==> config.mk <==
export PLATFORM = sky130hd
export DESIGN_NAME = mae_ctrl
export DESIGN_NICKNAME = d
export VERILOG_FILES = /design/src/sv/mae_pkg.sv /design/src/sv/mae_ctrl.sv
export SDC_FILE = /design/constraint.sdc
export NUM_CORES = 1
export LEC_CHECK = 0
export ABC_AREA = 1
export BUFFER_PORTS_ARGS = -buffer_cell sky130_fd_sc_hd__buf_2
export CORE_ASPECT_RATIO = 1.25
export CORE_MARGIN = 1.5
export CORE_UTILIZATION = 40
export CTS_BUF_LIST = sky130_fd_sc_hd__clkbuf_8 sky130_fd_sc_hd__clkbuf_16
export DETAILED_ROUTE_END_ITERATION = 7
export GPL_TIMING_DRIVEN = 0
export HOLD_SLACK_MARGIN = 0.15
export PLACE_DENSITY = 0.65
export SLEW_MARGIN = 15
export SYNTH_ARGS = -nofsm -noshare
export SYNTH_HDL_FRONTEND = slang
export SYNTH_SLANG_ARGS = --single-unit
==> constraint.sdc <==
create_clock -name i_clk -period 4.4 [get_ports i_clk]
set_clock_uncertainty 0.2 [all_clocks]
set_input_delay 0.88 -clock i_clk [delete_from_list [all_inputs] [get_ports i_clk]]
set_output_delay 0.88 -clock i_clk [all_outputs]
set_load 0.005 [all_outputs]
==> src/sv/mae_pkg.sv <==
// Shared types, codes and helper functions for the matrix arithmetic engine.
`timescale 1ns / 1ps
package mae_pkg;

    localparam int MaxDim   = 8;
    localparam int DimW     = 3;
    localparam int DimCntW  = 4;
    localparam int AddrW    = 2 * DimW;
    localparam int Depth    = MaxDim * MaxDim;
    localparam int DataW    = 32;
    localparam int ProdW    = 64;
    localparam int AccW     = 68;
    localparam int FracW    = 16;
    localparam int DivQW    = DataW + FracW;
    localparam int DivCntW  = 6;
    localparam int CfgIdxW  = 3;
    localparam int InDataW  = 40;
    localparam int OutDataW = 40;

    // Operation codes held in the op_mode register.
    localparam logic [2:0] OP_MUL   = 3'd0;
    localparam logic [2:0] OP_ADD   = 3'd1;
    localparam logic [2:0] OP_ADDSC = 3'd2;
    localparam logic [2:0] OP_SCALE = 3'd3;
    localparam logic [2:0] OP_DIV   = 3'd4;

    // Input item kinds.
    localparam logic [1:0] KIND_LOAD_A = 2'd0;
    localparam logic [1:0] KIND_LOAD_B = 2'd1;
    localparam logic [1:0] KIND_START  = 2'd2;

    // Result status codes.
    localparam logic [1:0] ST_OK       = 2'd0;
    localparam logic [1:0] ST_SIZE     = 2'd1;
    localparam logic [1:0] ST_RANGE    = 2'd2;
    localparam logic [1:0] ST_DIV_ZERO = 2'd3;

    // Configuration register indexes.
    localparam logic [CfgIdxW-1:0] REG_OP     = 3'd0;
    localparam logic [CfgIdxW-1:0] REG_ROWS_A = 3'd1;
    localparam logic [CfgIdxW-1:0] REG_COLS_A = 3'd2;
    localparam logic [CfgIdxW-1:0] REG_ROWS_B = 3'd3;
    localparam logic [CfgIdxW-1:0] REG_COLS_B = 3'd4;
    localparam logic [CfgIdxW-1:0] REG_SCALAR = 3'd5;

    typedef enum logic [2:0] {
        S_IDLE,
        S_RD,
        S_MUL,
        S_ACC,
        S_DIV,
        S_FIN,
        S_OUT
    } t_state;

    // Commands from the controller to the datapath.
    typedef struct packed {
        logic             wr_a;
        logic             wr_b;
        logic [AddrW-1:0] a_addr;
        logic [AddrW-1:0] b_addr;
        logic             capture;
        logic             acc_en;
        logic             acc_clr;
        logic             div_start;
        logic             fin;
        logic             err;
        logic [1:0]       err_status;
        logic [DimW-1:0]  out_row;
        logic [DimW-1:0]  out_col;
        logic             last;
    } t_cmd;

    // Clamp a dimension register into 1..MaxDim.
    function automatic logic [DimCntW-1:0] sat_dim(input logic [DimCntW-1:0] v);
        logic [DimCntW-1:0] r;
        if (v == '0) begin
            r = DimCntW'(1);
        end else if (v > DimCntW'(MaxDim)) begin
            r = DimCntW'(MaxDim);
        end else begin
            r = v;
        end
        return r;
    endfunction

    // Clamp a wide signed value to the signed 32-bit range.
    function automatic logic [DataW-1:0] sat32(input logic signed [AccW-1:0] x);
        logic [DataW-1:0] r;
        if (x > 68'sd2147483647) begin
            r = 32'h7fff_ffff;
        end else if (x < -68'sd2147483648) begin
            r = 32'h8000_0000;
        end else begin
            r = x[DataW-1:0];
        end
        return r;
    endfunction

endpackage

==> src/sv/mae_ctrl.sv <==
// Controller: sequences loads, checks and the element loops of each operation.
`timescale 1ns / 1ps
module mae_ctrl (
    input  logic                          i_clk,
    input  logic                          i_rst_n,
    input  logic                          i_in_valid,
    output logic                          o_in_ready,
    input  logic [1:0]                    i_kind,
    input  logic [mae_pkg::DimW-1:0]      i_row,
    input  logic [mae_pkg::DimW-1:0]      i_col,
    input  logic [2:0]                    i_op,
    input  logic [mae_pkg::DimCntW-1:0]   i_rows_a,
    input  logic [mae_pkg::DimCntW-1:0]   i_cols_a,
    input  logic [mae_pkg::DimCntW-1:0]   i_rows_b,
    input  logic [mae_pkg::DimCntW-1:0]   i_cols_b,
    input  logic                          i_scalar_zero,
    input  logic                          i_div_done,
    output logic                          o_out_valid,
    input  logic                          i_out_ready,
    output mae_pkg::t_cmd                 o_cmd
);

    mae_pkg::t_state                r_state, n_state;
    logic [mae_pkg::DimW-1:0]       r_i, n_i, r_j, n_j, r_k, n_k;
    logic                           r_err, n_err;
    logic [mae_pkg::DimCntW-1:0]    w_ra, w_ca, w_rb, w_cb, w_nc, w_mr, w_mc;
    logic                           w_acc_in;
    logic                           w_last;

    assign w_ra = mae_pkg::sat_dim(i_rows_a);
    assign w_ca = mae_pkg::sat_dim(i_cols_a);
    assign w_rb = mae_pkg::sat_dim(i_rows_b);
    assign w_cb = mae_pkg::sat_dim(i_cols_b);
    assign w_nc = (i_op == mae_pkg::OP_MUL) ? w_cb : w_ca;
    assign w_mr = (i_kind == mae_pkg::KIND_LOAD_A) ? w_ra : w_rb;
    assign w_mc = (i_kind == mae_pkg::KIND_LOAD_A) ? w_ca : w_cb;

    assign o_in_ready  = (r_state == mae_pkg::S_IDLE);
    assign o_out_valid = (r_state == mae_pkg::S_OUT);
    assign w_acc_in    = i_in_valid && o_in_ready;
    assign w_last      = ({1'b0, r_i} == w_ra - 1'b1) && ({1'b0, r_j} == w_nc - 1'b1);

    // State and loop counters.
    always_ff @(posedge i_clk) begin
        if (!i_rst_n) begin
            r_state <= mae_pkg::S_IDLE;
            r_i     <= '0;
            r_j     <= '0;
            r_k     <= '0;
            r_err   <= 1'b0;
        end else begin
            r_state <= n_state;
            r_i     <= n_i;
            r_j     <= n_j;
            r_k     <= n_k;
            r_err   <= n_err;
        end
    end

    // Next state and commands.
    always_comb begin
        n_state = r_state;
        n_i     = r_i;
        n_j     = r_j;
        n_k     = r_k;
        n_err   = r_err;
        o_cmd   = '0;
        o_cmd.a_addr  = (i_op == mae_pkg::OP_MUL) ? {r_i, r_k} : {r_i, r_j};
        o_cmd.b_addr  = (i_op == mae_pkg::OP_MUL) ? {r_k, r_j} : {r_i, r_j};
        o_cmd.out_row = r_i;
        o_cmd.out_col = r_j;
        o_cmd.last    = w_last;
        o_cmd.acc_clr = (r_k == '0);
        unique case (r_state)
            mae_pkg::S_IDLE: begin
                n_i   = '0;
                n_j   = '0;
                n_k   = '0;
                n_err = 1'b0;
                if (w_acc_in) begin
                    priority if (i_kind == mae_pkg::KIND_LOAD_A
                                 || i_kind == mae_pkg::KIND_LOAD_B) begin
                        if ({1'b0, i_row} >= w_mr || {1'b0, i_col} >= w_mc) begin
                            o_cmd.err        = 1'b1;
                            o_cmd.err_status = mae_pkg::ST_RANGE;
                            n_err            = 1'b1;
                            n_state          = mae_pkg::S_OUT;
                        end else begin
                            o_cmd.wr_a = (i_kind == mae_pkg::KIND_LOAD_A);
                            o_cmd.wr_b = (i_kind == mae_pkg::KIND_LOAD_B);
                        end
                    end else if (i_kind != mae_pkg::KIND_START || i_op > mae_pkg::OP_DIV) begin
                        n_state = mae_pkg::S_IDLE;
                    end else if (i_op == mae_pkg::OP_MUL && w_ca != w_rb) begin
                        o_cmd.err        = 1'b1;
                        o_cmd.err_status = mae_pkg::ST_SIZE;
                        n_err            = 1'b1;
                        n_state          = mae_pkg::S_OUT;
                    end else if (i_op == mae_pkg::OP_ADD && (w_ra != w_rb || w_ca != w_cb)) begin
                        o_cmd.err        = 1'b1;
                        o_cmd.err_status = mae_pkg::ST_SIZE;
                        n_err            = 1'b1;
                        n_state          = mae_pkg::S_OUT;
                    end else if (i_op == mae_pkg::OP_DIV && i_scalar_zero) begin
                        o_cmd.err        = 1'b1;
                        o_cmd.err_status = mae_pkg::ST_DIV_ZERO;
                        n_err            = 1'b1;
                        n_state          = mae_pkg::S_OUT;
                    end else begin
                        n_state = mae_pkg::S_RD;
                    end
                end
            end
            mae_pkg::S_RD: begin
                n_state = mae_pkg::S_MUL;
            end
            mae_pkg::S_MUL: begin
                o_cmd.capture   = 1'b1;
                o_cmd.div_start = (i_op == mae_pkg::OP_DIV);
                priority if (i_op == mae_pkg::OP_MUL) begin
                    n_state = mae_pkg::S_ACC;
                end else if (i_op == mae_pkg::OP_DIV) begin
                    n_state = mae_pkg::S_DIV;
                end else begin
                    n_state = mae_pkg::S_FIN;
                end
            end
            mae_pkg::S_ACC: begin
                o_cmd.acc_en = 1'b1;
                if ({1'b0, r_k} == w_ca - 1'b1) begin
                    n_state = mae_pkg::S_FIN;
                end else begin
                    n_k     = r_k + 1'b1;
                    n_state = mae_pkg::S_RD;
                end
            end
            mae_pkg::S_DIV: begin
                if (i_div_done) begin
                    n_state = mae_pkg::S_FIN;
                end
            end
            mae_pkg::S_FIN: begin
                o_cmd.fin = 1'b1;
                n_state   = mae_pkg::S_OUT;
            end
            mae_pkg::S_OUT: begin
                if (i_out_ready) begin
                    n_k = '0;
                    // An error result is always the only one of its run.
                    priority if (r_err || w_last) begin
                        n_state = mae_pkg::S_IDLE;
                    end else if ({1'b0, r_j} == w_nc - 1'b1) begin
                        n_j     = '0;
                        n_i     = r_i + 1'b1;
                        n_state = mae_pkg::S_RD;
                    end else begin
                        n_j     = r_j + 1'b1;
                        n_state = mae_pkg::S_RD;
                    end
                end
            end
            default: begin
                n_state = mae_pkg::S_IDLE;
            end
        endcase
    end

endmodule
# Word level (Yosys, flattened, before mapping)
# Cells that the tools add are included.
# totals
register_bits	13
input_bits	33
out_inout_bits	31
wordCells	126
# classes
n_addsub	6
magnitude_cmp	7
n_eq_ne	23
n_mux	61
n_reduce_logical	24
# op_table
op	count
3-bit 2-to-1 mux	28
4-bit 2-to-1 mux	11
3-bit one-hot mux with 7 select lines	1
4-bit greater-than comparator, second input constant	4
4-bit zero test	4
1-bit 2-to-1 mux	13
3-bit == test, second input constant	4
3-bit by 4-bit == test with 1-bit output	3
4-bit inequality test	3
3-bit one-hot mux with 2 select lines	2
4-bit by 1-bit subtractor with 4-bit output, second input constant	3
3-bit by 1-bit adder with 3-bit output, second input constant	3
3-bit zero test	3
3-bit one-hot mux with 3 select lines	1
3-bit by 4-bit >= comparator with 1-bit output	2
2-bit 2-to-1 mux	4
2-bit inequality test, second input constant	4
4-bit AND reduction	2
3-bit by 1-bit == test with 1-bit output, second input constant	2
3-bit by 2-bit == test with 1-bit output, second input constant	2
6-bit 2-to-1 mux	1
2-bit by 1-bit inequality test with 1-bit output, second input constant	3
3-bit AND reduction	2
1-bit logical AND	5
other kinds (7)	11

# Depth between registers and ports, before layout
# depth
depth_word	12
depth_mapped	18
mapped_depth_nobuf	18

# Least setup slack after synthesis
# OpenSTA, ideal clock, no wires.
# synth_path
path_kind	input-to-output
from	input i_kind[0]
to	output o_cmd[27] (netlist bit)
arrival_time_ps	2635
required_ps	3320
setup_slack_ps	685
stages	9
path_cell_list	nor2_1 > clkbuf_1 > o21ai_0 > ha_1 > a21boi_0 > o21a_1 > o21ai_0 > nand3_1 > nor3b_1
# synth_lines
item	line	rtl
start: declaration	mae_ctrl.sv:8	input logic [1:0] i_kind,
end: declaration	mae_ctrl.sv:20	output mae_pkg::t_cmd o_cmd

==> results.json <==
{
  "status": "finished, final reports clean",
  "final_hold_viol_count": 0,
  "wl_per_cell_um": 11.2,
  "viasPerCell": 4.78,
  "gr-total-overflow": 0,
  "final_nets": 454,
  "fp.dieH_um": 81.9,
  "initial_core_util": 0.418,
  "core-area_um2": 4760,
  "critPathMaxFanout": 10,
  "ant_nets": 0,
  "worstSetupPathType": "input port to output pin",
  "clock_latency_ns": 0.24,
  "netlist_area_um2": 1990,
  "place_hpwl_mm": 4.46,
  "leakagePower_nw": 1.39,
  "register_area_um2": 260,
  "tightest_slew_ns": 0.432,
  "yosysWarnings": 0,
  "max_freq_mhz": 245,
  "row_count": 28,
  "grt_setup_unrepaired": "no",
  "p_total_mw": 0.960,
  "cts_buffers": 3,
  "synth_seq_cells": 13,
  "yosysSeqAreaShare": 0.131,
  "fillCellCount": 521,
  "timing.final.crit_period_ns": 4.08,
  "grt_max_degree": 11,
  "multi_input_area_um2": 1460,
  "cellPowerDensity_nw_per_um2": 396,
  "wl_mm": 5.27,
  "setup.worst_path.start_class": "input port",
  "top_level_ports": 64,
  "firstDrtPassIters": 4,
  "setup_violations": 0,
  "hold_class": "flip-flop to flip-flop",
  "slew_headroom": 0.712,
  "chipWidth_um": 66.1,
  "cp-end-kind": "output pin",
  "fin_tns_setup_ns": 0,
  "drv_slew": 0,
  "place.gp.congestion": 0.848,
  "r2r_slack_ns": 2.45,
  "root_buffer": "clkbuf_8",
  "syn_to_final_growth_pct": 21.5,
  "cts.sinks": 13,
  "grt_first_pass_wirelength_mm": 8.88,
  "ir_worst_vdd_mv": 0.269,
  "via_count": 2243,
  "clk_pin_slew_ns": 0.05,
  "design.die.area_um2": 5410,
  "num_antenna_cells": 0,
  "finalCritPeriodShare": 0.927,
  "yosysUniqueCellTypes": 38,
  "postSynthAreaPerCell_um2": 5.79,
  "arrival_ns": 3.00,
  "async_flop_share": 0,
  "grt_pass1_vias": 2109,
  "h-tree-depth": 1,
  "cp.required_ns": 3.32,
  "fin_ws_ns": 0.320,
  "drc": 0,
  "hold_ws_ns": 0.265,
  "synth_edf_count": 0,
  "antenna_found_initial": 0,
  "place_ws_ns": -0.0613,
  "cap_violations": 0,
  "postSynthCellCount": 344,
  "fin_util": 0.508,
  "layout-drive-gt1-share": 0.298,
  "first_iter_violations": 139,
  "cts_tree": "built",
  "synth_nets": 388,
  "cts_hold_buffers": 0,
  "synth_ff_type": "dfxtp_1",
  "grt.total_usage": 0.202,
  "clockBufferDepth": 2,
  "port_buffers": 61
}
-- critical path: stages --
cell and delay, ns:
buf_2 0.11, nor2_2 0.27, clkbuf_2 0.27, nand2_1 0.07
o21ai_0 0.11, ha_1 0.26, inv_1 0.05, a21boi_0 0.07
o21a_1 0.17, o21ai_0 0.24, nand3_1 0.18, nor3b_1 0.19
buf_2 0.14
-- synth_stat cells, drive strengths merged (2+ instances only) --
library cell / instances / area share
clkbuf: 3 / 0.0063
a21oi: 15 / 0.047
o21ai: 26 / 0.069
xnor2: 2 / 0.0088
nor3: 3 / 0.013
a211oi: 4 / 0.018
nand2: 125 / 0.27
nand4: 5 / 0.016
inv: 54 / 0.10
ha: 11 / 0.069
a21boi: 2 / 0.0075
dfxtp: 13 / 0.13
buf: 8 / 0.032
xor2: 4 / 0.018
o21a: 2 / 0.0075
nand3: 19 / 0.064
nor2: 43 / 0.099
-- metrics by stage --
step | std cells | cell area, um2
after floorplan | 344 | 1990
after global placement | 465 | 2370
after detailed placement | 465 | 2370
after CTS | 469 | 2420
after global routing | 469 | 2420
final | 469 | 2420
-- placed cells by master, fill, tap and decap left out, types with 3 or more instances in the layout --
cell	netlist	final
nand2_1	107	107
ha_1	11	11
dfxtp_1	13	13
buf_4	7	7
o21ai_0	21	20
nand4_1	5	5
a211oi_1	3	3
nor2_2	5	6
nand2_4	5	5
a21oi_1	12	12
inv_1	45	46
nor2_1	36	35
o21ai_1	3	4
nand3_2	4	4
nand3_1	14	14
xor2_1	4	4
clkbuf_8	0	3
nand2_2	13	13
inv_2	9	9
buf_2	0	61
-- power breakdown --
group	leakage (nW)	total, mW	internal (mW)	switching, mW
combinational	1.26	0.646	0.268	0.378
clock	0.0269	0.106	0.0616	0.0442
sequential	0.106	0.208	0.156	0.0518
total	1.39	0.960	0.486	0.474
-- flip-flops by register name (all words and copies together) (netlist names) --
| register | flops |
|---|---|
| r_k | 3 |
| r_i | 3 |
| r_err | 1 |
| r_state | 3 |
| r_j | 3 |
-- repair_timing --
action,in CTS,in global routing
endpoints found under the setup margin,3,3
resized for setup,1,3
setup buffers,0,0
-- path summary, 6_finish.rpt --
check / start / to / depth (start not counted)
worst max-delay path: i_kind[0] / o_cmd[27] / 13
worst min-delay path: r_err / r_err / 2
worst max register to register: r_state[0] / r_k[2] / 9
worst min register to register: r_err / r_err / 2
-- final cells by class --
| type | count | area share |
|---|---|---|
| multi-input cells | 266 | 0.601 |
| well taps | 60 | 0.0310 |
| clock buffers | 3 | 0.0171 |
| flip-flops and latches | 13 | 0.107 |
| repair buffers | 61 | 0.126 |
| inverters | 54 | 0.0837 |
| clock inverters | 1 | 0.00155 |
| plain buffers | 11 | 0.0320 |
-- logic make-up after synthesis --
family	synth area share
adders and majority gates	0.0691
buffers and inverters	0.140
and+or+nand+nor	0.470
DFF	0.131
AOI/OAI and AO/OA	0.163
xor gates and xnor gates	0.0264
-- layer usage --
| metal | part of all wire | vias up | track usage |
|---|---|---|---|
| met5 | 0 | - | 0 |
| met1 | 0.45 | 972 | 0.248 |
| met2 | 0.51 | 50 | 0.377 |
| met3 | 0.031 | 6 | 0.0110 |
| li1 | - | 1215 | - |
| met4 | 0.012 | 0 | 0.0571 |
(Power assumes the default switching activity.)
